$ cat config.mk
export PLATFORM = sky130hd
export DESIGN_NAME = iwf_fifo
export DESIGN_NICKNAME = d
export VERILOG_FILES = /design/src/rtl/iwf_fifo.sv
export SDC_FILE = /design/constraint.sdc
export NUM_CORES = 1
export LEC_CHECK = 0
export BUFFER_PORTS_ARGS = -buffer_cell sky130_fd_sc_hd__buf_4
export CAP_MARGIN = 20
export CORE_MARGIN = 4
export CORE_UTILIZATION = 45
export CTS_CLUSTER_SIZE = 24
export DETAILED_ROUTE_END_ITERATION = 16
export GPL_TIMING_DRIVEN = 0
export PLACE_DENSITY = 0.72
export SYNTH_ARGS = -nofsm -noshare
export SYNTH_HDL_FRONTEND = slang
export SYNTH_SLANG_ARGS = --single-unit
$ cat constraint.sdc
create_clock -name clk -period 2.2 [get_ports clk]
set_input_delay 0.33 -clock clk [delete_from_list [all_inputs] [get_ports clk]]
set_output_delay 0.33 -clock clk [all_outputs]
set_load 0.01 [all_outputs]
$ cat src/rtl/iwf_fifo.sv
// iwf_fifo: small register queue with push/full and pop/empty sides
// no package dependency; used between front and back and on the result side

module iwf_fifo #(
    parameter int WIDTH = 8,
    parameter int DEPTH = 4,
    localparam int PTR_W = (DEPTH > 1) ? $clog2(DEPTH) : 1,
    localparam int CNT_W = $clog2(DEPTH + 1)
) (
    input  logic             clk,
    input  logic             rst_n,
    input  logic             push,
    input  logic [WIDTH-1:0] wdata,
    output logic             full,
    input  logic             pop,
    output logic [WIDTH-1:0] rdata,
    output logic             empty,
    output logic [CNT_W-1:0] count
);

    logic [WIDTH-1:0] mem_reg [DEPTH];
    logic [PTR_W-1:0] wr_ptr_reg, wr_ptr_next;
    logic [PTR_W-1:0] rd_ptr_reg, rd_ptr_next;
    logic [CNT_W-1:0] count_reg, count_next;
    logic             do_push, do_pop;

    assign full    = (count_reg == CNT_W'(DEPTH));
    assign empty   = (count_reg == '0);
    assign count   = count_reg;
    assign rdata   = mem_reg[rd_ptr_reg];
    assign do_push = push && !full;
    assign do_pop  = pop && !empty;

    always_comb
    begin
        wr_ptr_next = wr_ptr_reg;
        rd_ptr_next = rd_ptr_reg;
        count_next  = count_reg;
        if (do_push)
        begin
            wr_ptr_next = (wr_ptr_reg == PTR_W'(DEPTH - 1)) ? '0 : wr_ptr_reg + 1'b1;
        end
        if (do_pop)
        begin
            rd_ptr_next = (rd_ptr_reg == PTR_W'(DEPTH - 1)) ? '0 : rd_ptr_reg + 1'b1;
        end
        case ({do_push, do_pop})
            2'b10:   count_next = count_reg + 1'b1;
            2'b01:   count_next = count_reg - 1'b1;
            default: count_next = count_reg;
        endcase
    end

    always_ff @(posedge clk)
    begin
        if (do_push)
        begin
            mem_reg[wr_ptr_reg] <= wdata;
        end
    end

    always_ff @(posedge clk or negedge rst_n)
    begin
        if (!rst_n)
        begin
            wr_ptr_reg <= '0;
            rd_ptr_reg <= '0;
            count_reg  <= '0;
        end
        else
        begin
            wr_ptr_reg <= wr_ptr_next;
            rd_ptr_reg <= rd_ptr_next;
            count_reg  <= count_next;
        end
    end

endmodule

==> results.txt <==
The count of cells along the worst hold path is 1. STA classifies the critical path startpoint as a flop. The global-route wire length before repair is 4057 um. In this run the most critical hold path is launched from wdata[5]. The congestion estimate from routability-driven global placement came to 0.6869.

The pre-CTS setup slack is 0.01072 ns. The worst register-to-register path ends at count[2]. The worst setup path is captured at a flop. In the routed design, unresolved DRC markers number 0. The H-tree depth came out at 2. TritonCTS built the clock tree. The area overhead of the layout relative to synthesis came out at 21.27%. The global-route usage over all layers is 13.03%.

The number of storage elements in the synthesis netlist is 39. The part of the Yosys area used for sequential elements came out at 70.50%. The fraction of layout instances using a drive strength above 1 came out at 46.28%. Detailed routing placed a total of 1278 um of wire on met2. The number of routed nets with antenna violations is 0. The fraction of the mapped netlist area in compound gates came out at 0%. The multi-input gate area in the final layout came out at 441.7 um^2. The initial antenna violation count came out at 0.

The number of global-route vias before repair came out at 851. The beginning of the worst register-to-register path is count[1]. Clock latency on the worst-skew pair, taken at its later pin, is 0.33 ns.

In this run the register-to-register setup slack is 0.10 ns. The final wirelength came out at 2551 um. The area of the placeable core came out at 0.003390 mm^2. A synthesized cell averages 19.42 um^2. The tool flagged a number of max-cap violations equal to 0. The endpoint of the worst hold-timing path is mem_reg[3][5]. The clock-pin slew on the worst setup and hold paths came out at 0.11 ns. The port buffer count is 24. Yosys printed 0 warnings. Measured along the x axis, the die boundary spans 67.85 um. Measured against its own limit, the worst slew margin works out to 63.36%. The total leakage power came out at 0.7784 nW. The die span in y came out at 67.85 um.

The amount of wire on met3 after detailed routing is 144 um. The share of the synthesized netlist area taken by xor and xnor gates is 1.630%. The routed via count divided by cell count came out at 4.874. The average detailed-routed wire length per instance is 15.28 um.

The detailed router finished its first iteration with 30 violations. STA puts the critical path data required time at 2.47 ns. The cell count after synthesis came out at 83. The classification of the worst setup path is flop to flop. The number of antenna diodes in the final layout is 0. At the pin with the least slew margin, the transition time is 0.5496 ns. The share of synthesized cell area in full adder, half adder and majority cells is 5.901%.

The worst supply voltage drop on vdd is 0.5874 mV. The final worst-path cycle share is 95.33%. The tightest min-delay check is of the primary input to flop type. Counting cells, the worst reg-to-reg path comes to 9. Sorting the synthesized cells by area gives the leading types as edfxtp_1 60%, mux4_2 11%, dfrtp_1 11%. The first detailed-routing pass ran for 4 iterations. The library cell used most frequently in the layout, excluding fill and tap cells, is edfxtp_1. The final number of setup-violating endpoints came out at 0. The timing-limited maximum frequency is 476.8 MHz. Counting along the longest clock path gives a buffer depth of 2. The multiplexer share of the synthesized area came out at 15.06%. Entering global routing, the biggest net connects 13 pins. The total power divided by cell area is 1266 mW/mm^2. The combinational family with the most area after synthesis is multiplexers. The number of nets handed over by synthesis was 102. At the end of the flow, the number of nets in the layout was 139.

The die covers 0.004603 mm^2. The worst path arrival time came out at 2.36 ns. Of all nets on the critical path, the largest fanout is 6. The post-route worst hold slack is 0.1860 ns. The flip-flop count of the largest register after layout is 32. The simple-gate share of the synthesized area came out at 4.503%.

Among all stages on the critical path, the largest delay is contributed by or3b_4. The synthesized netlist occupies a cell area of 0.001612 mm^2. The post-layout minimum cycle time came out at 2.097 ns.

The final count of pins violating max slew is 0. The total clock sinks is 39. The share of total power dissipated in the clock network is 13.5%. The switching power total came out at 0.0007799 W. The uppermost signal routing layer after detailed routing is met4.

The number of ports placed on the die boundary came out at 25. The part of the power in registers is 43.5%. Summed over all layers, the global routing overflow is 0. The flow ran to the end, and the final reports show no timing, DRC or antenna violations. The internal portion of the total power is 0.001693 W. For this run, the slowest stage of the critical path takes 0.43 ns. CTS placed an instance of clkbuf_4 at the clock tree root.

Fill cells in the final layout number 265. The routed metal-1 wirelength is 1070 um. In the layout the commonest cells are 32 x edfxtp_1, 29 x buf_4, 8 x inv_1, 8 x mux4_2, 7 x dfrtp_1. Once the floorplan was initialized, standard cells occupied 47.55% of the core. The fraction of post-synthesis cell area in the top cell type by area came out at 59.63%. The register area is 0.001136 mm^2. The number of hold violations in the final report came out at 0. The net switching fraction of the power is 31.53%. After synthesis, the netlist uses 19 different library cells.

In this run the core area contains 21 standard-cell rows. The critical path goes through or3b_4 -> and2_4 -> inv_1 -> ha_2 -> inv_1 -> fa_2 -> xor2_1 -> nor2_1 -> xor2_1. The CTS buffer count came out at 5. The share of total power dissipated in combinational logic is 43.0%.

The worst path setup slack after routing came out at 0.1028 ns. Clock skew on the completed layout was measured at 0.004196 ns. Across all layers, the routed design uses 814 vias.

The synthesized design spends more area on one cell type than any other, namely edfxtp_1.
how the worst max path moves through the flow:
stage | cells past startpoint | slack, ns | to | from
final | 9 | 0.10 | count[2] | count[1]
after global routing | 9 | -0.02 | count[2] | count[1]
after CTS | 9 | 0.02 | count[2] | count[1]
after detailed placement | 9 | 0.01 | count[2] | count[0]
after global placement | 9 | 0.02 | count[2] | count[0]
after floorplan | 9 | 0.08 | count[2] | count[0]
layer usage:
| layer | up-vias | GRT usage, % |
|---|---|---|
| li1 | 388 | - |
| met1 | 399 | 16.08 |
| met2 | 20 | 20.29 |
| met3 | 7 | 6.076 |
| met4 | 0 | 4.467 |
| met5 | - | 0 |
kinds of logic after synthesis:
| logic type | count (synthesis) |
|---|---|
| buffers and inverters | 10 |
| adder cells (fa/ha/maj) | 7 |
| multiplexers | 13 |
| flip-flops | 39 |
| AND/OR/NAND/NOR | 11 |
| XOR/XNOR | 3 |
cell usage after synthesis (all sizes together):
master and n:
and2 1, mux2 4, nor3 1, fa 1, and3 4, xnor2 1
edfxtp 32, xor2 2, nor2 3, mux2i 1, dfrtp 7, ha 6
mux4 8, inv 8, nand2b 1, buf 2, or3b 1
metrics by stage:
step           power [W]  utilization (%)  cells  cell area, um^2  TNS [ns]
2_1_floorplan   0.001731                -     83             1612         0
3_3_place_gp    0.002067            54.56    153             1849         0
3_5_place_dp    0.002112            54.56    153             1849         0
4_1_cts         0.002471            56.63    163             1919         0
5_1_grt         0.002661            57.66    167             1954  -0.01583
6_report        0.002473            57.66    167             1954         0
power groups by stage:
stage / Combinational (W) / Sequential, W / Clock [W]
final: 0.00106 / 0.00108 / 0.000333
after global routing: 0.00118 / 0.00109 / 0.000385
after CTS: 0.00104 / 0.00108 / 0.000346
after detailed placement: 0.00101 / 0.00111 / 0
after global placement: 0.000974 / 0.00109 / 0
after floorplan: 0.000634 / 0.00110 / 0
repair_timing:
action	CTS	global route
setup buffers	1	4
gates resized for setup	0	2
pin swaps	0	5
setup endpoints to repair	1	1
endpoints found under the hold margin	7	0
hold buffers	1	0
worst max-delay path: cells and delay by family, from the launching register on:
kind / cells / cell delay (ns)
AND/OR/NAND/NOR: 3 / 0.71
adder cells (fa/ha/maj): 2 / 0.50
flip-flops: 1 / 0.41
XOR/XNOR: 2 / 0.30
buffers and inverters: 2 / 0.11
cell type report:
cell class	instances	share of cell area, %
multi-input combinational	34	22.60
buffer	2	0.4481
clock inverter	3	0.7682
inverter	8	1.536
timing repair buffer	30	11.65
sequential	39	58.13
tap	46	2.945
clock buffer	5	1.921
Power figures use the tool's default switching activity.
