===== src/rtl/iwf_pkg.sv =====
// iwf_pkg: shared types, register indexes and constants of the image window filter
// no dependencies; used by the top, front and back modules of the block

package iwf_pkg;

    // row counter width: frame height plus the drain rows and a column remainder
    localparam int ROW_W = 17;
    // widest line store column address carried between front and back
    localparam int LS_ADDR_W = 13;

    localparam int MIDQ_DEPTH = 4;
    localparam int OUTQ_DEPTH = 8;

    // register indexes of the configuration port
    localparam logic [1:0] REG_IMAGE_WIDTH  = 2'd0;
    localparam logic [1:0] REG_IMAGE_HEIGHT = 2'd1;
    localparam logic [1:0] REG_FILTER_MODE  = 2'd2;
    localparam logic [1:0] REG_MAX_LEVEL    = 2'd3;

    // filter modes
    localparam logic [1:0] MODE_LAPLACE = 2'd0;
    localparam logic [1:0] MODE_MEAN3   = 2'd1;
    localparam logic [1:0] MODE_MEAN5   = 2'd2;
    localparam logic [1:0] MODE_COPY    = 2'd3;

    // reciprocal multipliers, exact for window sums of 16-bit pixels
    localparam int MUL_W = 22;
    localparam logic [MUL_W-1:0] DIV9_MUL  = 22'd1864136;
    localparam int DIV9_SHIFT = 24;
    localparam logic [MUL_W-1:0] DIV25_MUL = 22'd2684355;
    localparam int DIV25_SHIFT = 26;

    typedef struct packed {
        logic        kind;
        logic [15:0] pixel_in;
    } pixel_item_t;

    typedef struct packed {
        logic [15:0] pixel_out;
        logic        frame_last;
    } result_item_t;

    // classified pixel handed from front to back
    typedef struct packed {
        logic [15:0]          pix;
        logic [LS_ADDR_W-1:0] col;
        logic [1:0]           bank;
        logic                 emit;
        logic                 last;
        logic [1:0]           mode;
        logic [4:0]           row_ok;
        logic [4:0]           col_ok;
    } mid_item_t;

    function automatic logic [1:0] radius_of(input logic [1:0] mode);
        logic [1:0] r;
        case (mode)
            MODE_LAPLACE: r = 2'd1;
            MODE_MEAN3:   r = 2'd1;
            MODE_MEAN5:   r = 2'd2;
            MODE_COPY:    r = 2'd0;
            default:      r = 2'd1;
        endcase
        return r;
    endfunction

endpackage


===== src/rtl/iwf_front.sv =====
// iwf_front: input position tracking and classification of each pixel
// depends on iwf_pkg; remainder unit re-aligns the column after a width change

module iwf_front #(
    parameter int MAX_WIDTH = 1024,
    parameter int PIXEL_BITS = 16,
    localparam int COL_W = $clog2(MAX_WIDTH),
    localparam int WID_W = COL_W + 1
) (
    input  logic                clk,
    input  logic                rst_n,
    input  logic [WID_W-1:0]    width,
    input  logic [15:0]         height,
    input  logic [1:0]          mode,
    input  logic                width_written,
    input  logic                push,
    input  iwf_pkg::pixel_item_t pixel_item,
    output logic                full,
    input  logic                mid_full,
    output logic                mid_push,
    output iwf_pkg::mid_item_t  mid_item
);

    localparam int ROW_W = iwf_pkg::ROW_W;
    localparam int LSA_W = iwf_pkg::LS_ADDR_W;
    localparam int OW    = ROW_W + 2;
    localparam int DW    = WID_W + 3;
    localparam int CNT_W = $clog2(COL_W);

    typedef enum logic [1:0] {
        FS_RUN = 2'b01,
        FS_DIV = 2'b10
    } fstate_t;

    fstate_t          state_reg, state_next;
    logic [COL_W-1:0] in_col_reg, in_col_next;
    logic [ROW_W-1:0] in_row_reg, in_row_next;
    logic [COL_W-1:0] q_reg, q_next;
    logic [COL_W-1:0] r_reg, r_next;
    logic [CNT_W-1:0] cnt_reg, cnt_next;

    logic                 accept;
    logic [1:0]           rad;
    logic [1:0]           borrow;
    logic [ROW_W-1:0]     crow;
    logic signed [DW-1:0] wsg, d, ocol;
    logic signed [OW-1:0] orow, hs;
    logic                 early, past, emit, last;
    logic [4:0]           row_ok, col_ok;
    logic [WID_W-1:0]     col_inc, trial;
    logic                 ge;
    logic [COL_W-1:0]     rem;

    assign full     = (state_reg != FS_RUN) || mid_full;
    assign accept   = push && !full;
    assign mid_push = accept;

    // centre position relative to the canonical input position
    always_comb
    begin
        logic signed [OW-1:0] rr;
        logic signed [DW-1:0] cc;
        rad  = iwf_pkg::radius_of(mode);
        crow = in_row_reg + ROW_W'(q_reg);
        wsg  = $signed(DW'(width));
        d    = $signed(DW'(r_reg)) - $signed(DW'(rad));
        if (d >= 0)
        begin
            ocol   = d;
            borrow = 2'd0;
        end
        else if (d + wsg >= 0)
        begin
            ocol   = d + wsg;
            borrow = 2'd1;
        end
        else
        begin
            ocol   = d + wsg + wsg;
            borrow = 2'd2;
        end
        orow   = $signed(OW'(crow)) - $signed(OW'(rad)) - $signed(OW'(borrow));
        hs     = $signed(OW'(height));
        early  = (orow < 0);
        past   = !early && (orow >= hs);
        emit   = !early && !past;
        last   = emit && (orow == hs - 1) && (ocol == wsg - 1);
        for (int a = 0; a < 5; a++)
        begin
            rr        = orow + $signed(OW'(a)) - $signed(OW'(2));
            cc        = ocol + $signed(DW'(a)) - $signed(DW'(2));
            row_ok[a] = (rr >= 0) && (rr < hs);
            col_ok[a] = (cc >= 0) && (cc < wsg);
        end
    end

    always_comb
    begin
        mid_item.pix    = pixel_item.kind ? 16'd0 : 16'(pixel_item.pixel_in[PIXEL_BITS-1:0]);
        mid_item.col    = LSA_W'(in_col_reg);
        mid_item.bank   = in_row_reg[1:0];
        mid_item.emit   = emit;
        mid_item.last   = last;
        mid_item.mode   = mode;
        mid_item.row_ok = row_ok;
        mid_item.col_ok = col_ok;
    end

    // one quotient bit a cycle of column / width
    always_comb
    begin
        trial = {r_reg, in_col_reg[cnt_reg]};
        ge    = (trial >= width);
        rem   = ge ? COL_W'(trial - width) : trial[COL_W-1:0];
    end

    always_comb
    begin
        col_inc     = WID_W'(in_col_reg) + 1'b1;
        state_next  = state_reg;
        in_col_next = in_col_reg;
        in_row_next = in_row_reg;
        q_next      = q_reg;
        r_next      = r_reg;
        cnt_next    = cnt_reg;
        if (width_written)
        begin
            state_next = FS_DIV;
            cnt_next   = CNT_W'(COL_W - 1);
            q_next     = '0;
            r_next     = '0;
        end
        else
        begin
            case (state_reg)
                FS_RUN:
                begin
                    if (accept)
                    begin
                        if (past || last)
                        begin
                            in_col_next = '0;
                            in_row_next = '0;
                        end
                        else if (col_inc >= width)
                        begin
                            in_col_next = '0;
                            in_row_next = in_row_reg + 1'b1;
                        end
                        else
                        begin
                            in_col_next = col_inc[COL_W-1:0];
                        end
                        q_next = '0;
                        r_next = in_col_next;
                    end
                end
                FS_DIV:
                begin
                    q_next = {q_reg[COL_W-2:0], ge};
                    r_next = rem;
                    if (cnt_reg == '0)
                    begin
                        state_next = FS_RUN;
                    end
                    else
                    begin
                        cnt_next = cnt_reg - 1'b1;
                    end
                end
                default:
                begin
                    state_next = FS_RUN;
                end
            endcase
        end
    end

    always_ff @(posedge clk or negedge rst_n)
    begin
        if (!rst_n)
        begin
            state_reg  <= FS_RUN;
            in_col_reg <= '0;
            in_row_reg <= '0;
            q_reg      <= '0;
            r_reg      <= '0;
            cnt_reg    <= '0;
        end
        else
        begin
            state_reg  <= state_next;
            in_col_reg <= in_col_next;
            in_row_reg <= in_row_next;
            q_reg      <= q_next;
            r_reg      <= r_next;
            cnt_reg    <= cnt_next;
        end
    end

    assert property (@(posedge clk) disable iff (!rst_n)
        (mid_push && mid_item.last) |=> (in_col_reg == '0 && in_row_reg == '0))
        else $error("frame end did not restart the input position");

    assert property (@(posedge clk) disable iff (!rst_n)
        (state_reg == FS_DIV) |-> !mid_push)
        else $error("pixel taken while column remainder in progress");

endmodule


===== config.mk =====
export PLATFORM = sky130hd
export DESIGN_NAME = iwf_front
export DESIGN_NICKNAME = d
export VERILOG_FILES = /design/src/rtl/iwf_pkg.sv /design/src/rtl/iwf_front.sv
export SDC_FILE = /design/constraint.sdc
export NUM_CORES = 1
export LEC_CHECK = 0
export BUFFER_PORTS_ARGS = -buffer_cell sky130_fd_sc_hd__buf_2
export CAP_MARGIN = 25
export CORE_UTILIZATION = 52
export CTS_CLUSTER_DIAMETER = 40
export DETAILED_ROUTE_END_ITERATION = 8
export PLACE_DENSITY = 0.73
export REMOVE_ABC_BUFFERS = 1
export SLEW_MARGIN = 20
export SYNTH_ARGS = -nofsm -noshare
export SYNTH_HDL_FRONTEND = slang
export SYNTH_SLANG_ARGS = --single-unit

===== constraint.sdc =====
create_clock -name clk -period 8.2 [get_ports clk]
set_clock_uncertainty 0.1 [all_clocks]
set_input_delay 0.82 -clock clk [delete_from_list [all_inputs] [get_ports clk]]
set_output_delay 0.82 -clock clk [all_outputs]
set_load 0.005 [all_outputs]

==> metrics.txt <==
Area growth, synth to finish 11.0%; routed vias/inst 6.00; Critical Path RT 7280 ps; ranking of synthesized cells by area ha_1 20%, dfrtp_1 10%, xnor2_1 9.7%, nand2_1 3.3%, xor2_1 3.3%; Post-synth top flop dfrtp_1; worst hold path type reg2reg; Max VDD drop 190 uV; Setup crit start kind primary input; Worst-path clk slew 70 ps; max FFs per register 17; Port Buf Inserts 94; Syn. warnings 0; fraction of layout cells with a size suffix above 1 0.145; drt total wl 34,300 um; final hold violations 0; status finished clean; Slew HR 0.500; number of diodes 0; Vias 12,200; later-pin clock latency in the skew report 290 ps; Yosys top cell area share 0.204; Mapped Cells 1,615; Critical Path Sink Type output pin; Setup Viol. Count Final 0; CTS sink count 53; Synth Area per Inst 7.80 sq um; PnR Total Power 5380 uW; Post-synth EDFFs 0; drt first-iter violations 750; FFs w/ async S/R, synth 1.00; Routed Antenna Nets 0; Initial Util 0.533; CTS tree done; Netlist cell types 90; Reg area 1330 sq um; final period utilization 0.953; CP peak stage delay 420 ps; Die Height 158 um; Arrival @ worst endpoint 6900 ps; RSZ-0062 raised after global routing true; GPL Wtd Cong 0.937; first-pass GRT wire length 55,900 um; Pwr Density 385 nW/um^2; Synth area leader ha_1; die area 24,800 sq um; Die X 158 um; Final WS setup 383 ps; Top Ports 98; drt pass-1 iters 5; kind of critical path in2out; Peak Freq 128 MHz; Clock Root Buffer clkbuf_16; leakage 0.00639 uW; CTS buffer count 5; Post-Place Setup Slack -28.5 ps; total track usage 0.275; fillers 2,216; synth cell count leaders 205 x ha_1, 140 x xnor2_1, 112 x nand2_1; Worst R2R Start r_reg[0]$_DFFE_PN0P_; Final Critical Period 7820 ps; register area share after synthesis 0.105; Hold Crit Start q_reg[9]$_DFFE_PN0P_; multi-input logic area 10,800 sq um; DRC violation count after routing 0; core area 23,600 sq um; GRT overflow 0; most common cell in the synthesized netlist ha_1; DP Wirelength 28,000 um; Routed WL per cell 16.8 um; H-tree depth reported by CTS 2; Max Root-Sink Buffers 2; pin count of the biggest net entering global routing 54; worst slew pin tran 749 ps; antenna violations before repair 0; slowest CP cell or4_1; register bit total from synthesis 53; worst setup path start mode[1]; total of max-cap violations 0; critical path peak fanout 4; num rows 56; mapped cell area 12,600 sq um; vias in the first global route 11,300; # nets final 1,980; Pins Over Slew Limit 0
==> metal layers <==
layer  share of wire  vias to the layer above  GRT usage
li1                -                     6104          -
met1            0.48                     5800      0.386
met2            0.46                      272      0.456
met3           0.044                       45     0.0175
met4           0.018                        0     0.0661
met5               0                        -          0
==> worst max-delay path: cells and delay by family <==
kind                     cells  cell delay [ps]
buffers and inverters        3              340
AO/OA/AOI/OAI                6             1040
AND/OR/NAND/NOR             12             2500
adder cells (fa/ha/maj)      6             1770
XOR/XNOR                     3              410
==> report_power, final <==
| part | switching, uW | internal [uW] |
|---|---|---|
| sequential | 40.0 | 285 |
| combinational | 2700 | 2140 |
| clock | 97.6 | 114 |
| total | 2840 | 2540 |
==> layout make-up <==
cell class,count,share of cell area
Clock buffer,6,0.00922
Clock inverter,2,0.00107
Inverter,95,0.0255
Multi-Input combinational cell,1408,0.774
Sequential cell,53,0.0950
Tap cell,319,0.0286
Timing Repair Buffer,154,0.0670
==> timing repair <==
action	CTS	global route
hold buffers	0	0
endpoints found under the setup margin	2	34
cloned	0	0
resized for setup	1	36
setup buffers	0	4
hold endpoints to repair	0	0
pin swaps	0	11
==> layout by cell type (no fill, tap or decap), types with 15 or more instances in the layout <==
| cell | netlist | layout |
|---|---|---|
| buf_4 | 9 | 58 |
| buf_2 | 11 | 94 |
| mux2i_1 | 27 | 27 |
| and3_1 | 21 | 21 |
| nor3_1 | 58 | 54 |
| nand2b_1 | 25 | 24 |
| xnor2_1 | 140 | 138 |
| nand2_1 | 112 | 111 |
| o21ai_0 | 83 | 82 |
| ha_1 | 205 | 203 |
| nor2_1 | 99 | 95 |
| a21o_1 | 32 | 32 |
| o21a_1 | 44 | 44 |
| a211oi_1 | 18 | 15 |
| dfrtp_1 | 52 | 52 |
| nand4_1 | 34 | 34 |
| nor2b_1 | 50 | 49 |
| inv_1 | 90 | 90 |
| o211ai_1 | 20 | 20 |
| nand3_1 | 45 | 45 |
| xor2_1 | 48 | 47 |
| a21oi_1 | 81 | 81 |
==> worst paths after layout <==
kind                                             endpoint  cells after the start  slack, ps
min in group asynchronous       in_row_reg[6]$_DFFE_PN0P_                      2        530
worst max-delay path                          mid_item[6]                     30        380
worst min register to register       q_reg[9]$_DFFE_PN0P_                      1        410
worst min-delay path                 q_reg[9]$_DFFE_PN0P_                      1        410
max in group asynchronous       in_col_reg[1]$_DFFE_PN0P_                      2       7000
worst max register to register  in_row_reg[0]$_DFFE_PN0P_                     30        910
==> cells by family after synthesis <==
kind of cell | Yosys count | share of synthesized area
AO/OA/AOI/OAI | 414 | 0.228
buffers and inverters | 156 | 0.0515
adder cells (fa/ha/maj) | 212 | 0.215
other | 1 | 0.000298
flip-flops | 53 | 0.105
multiplexers | 35 | 0.0307
AND/OR/NAND/NOR | 550 | 0.230
XOR/XNOR | 194 | 0.140
==> per-stage QoR <==
step	cell area [sq um]	setup TNS, ps	hold slack [ps]	util	instances
2_1_floorplan	12300	-10240	377	-	1556
4_1_cts	13800	0	420	0.584	2033
6_report	14000	0	412	0.592	2037
3_3_place_gp	13600	0	403	0.577	2024
5_1_grt	14000	-47.3	423	0.592	2037
3_5_place_dp	13600	-28.5	400	0.577	2025
Power figures use the tool's default switching activity.
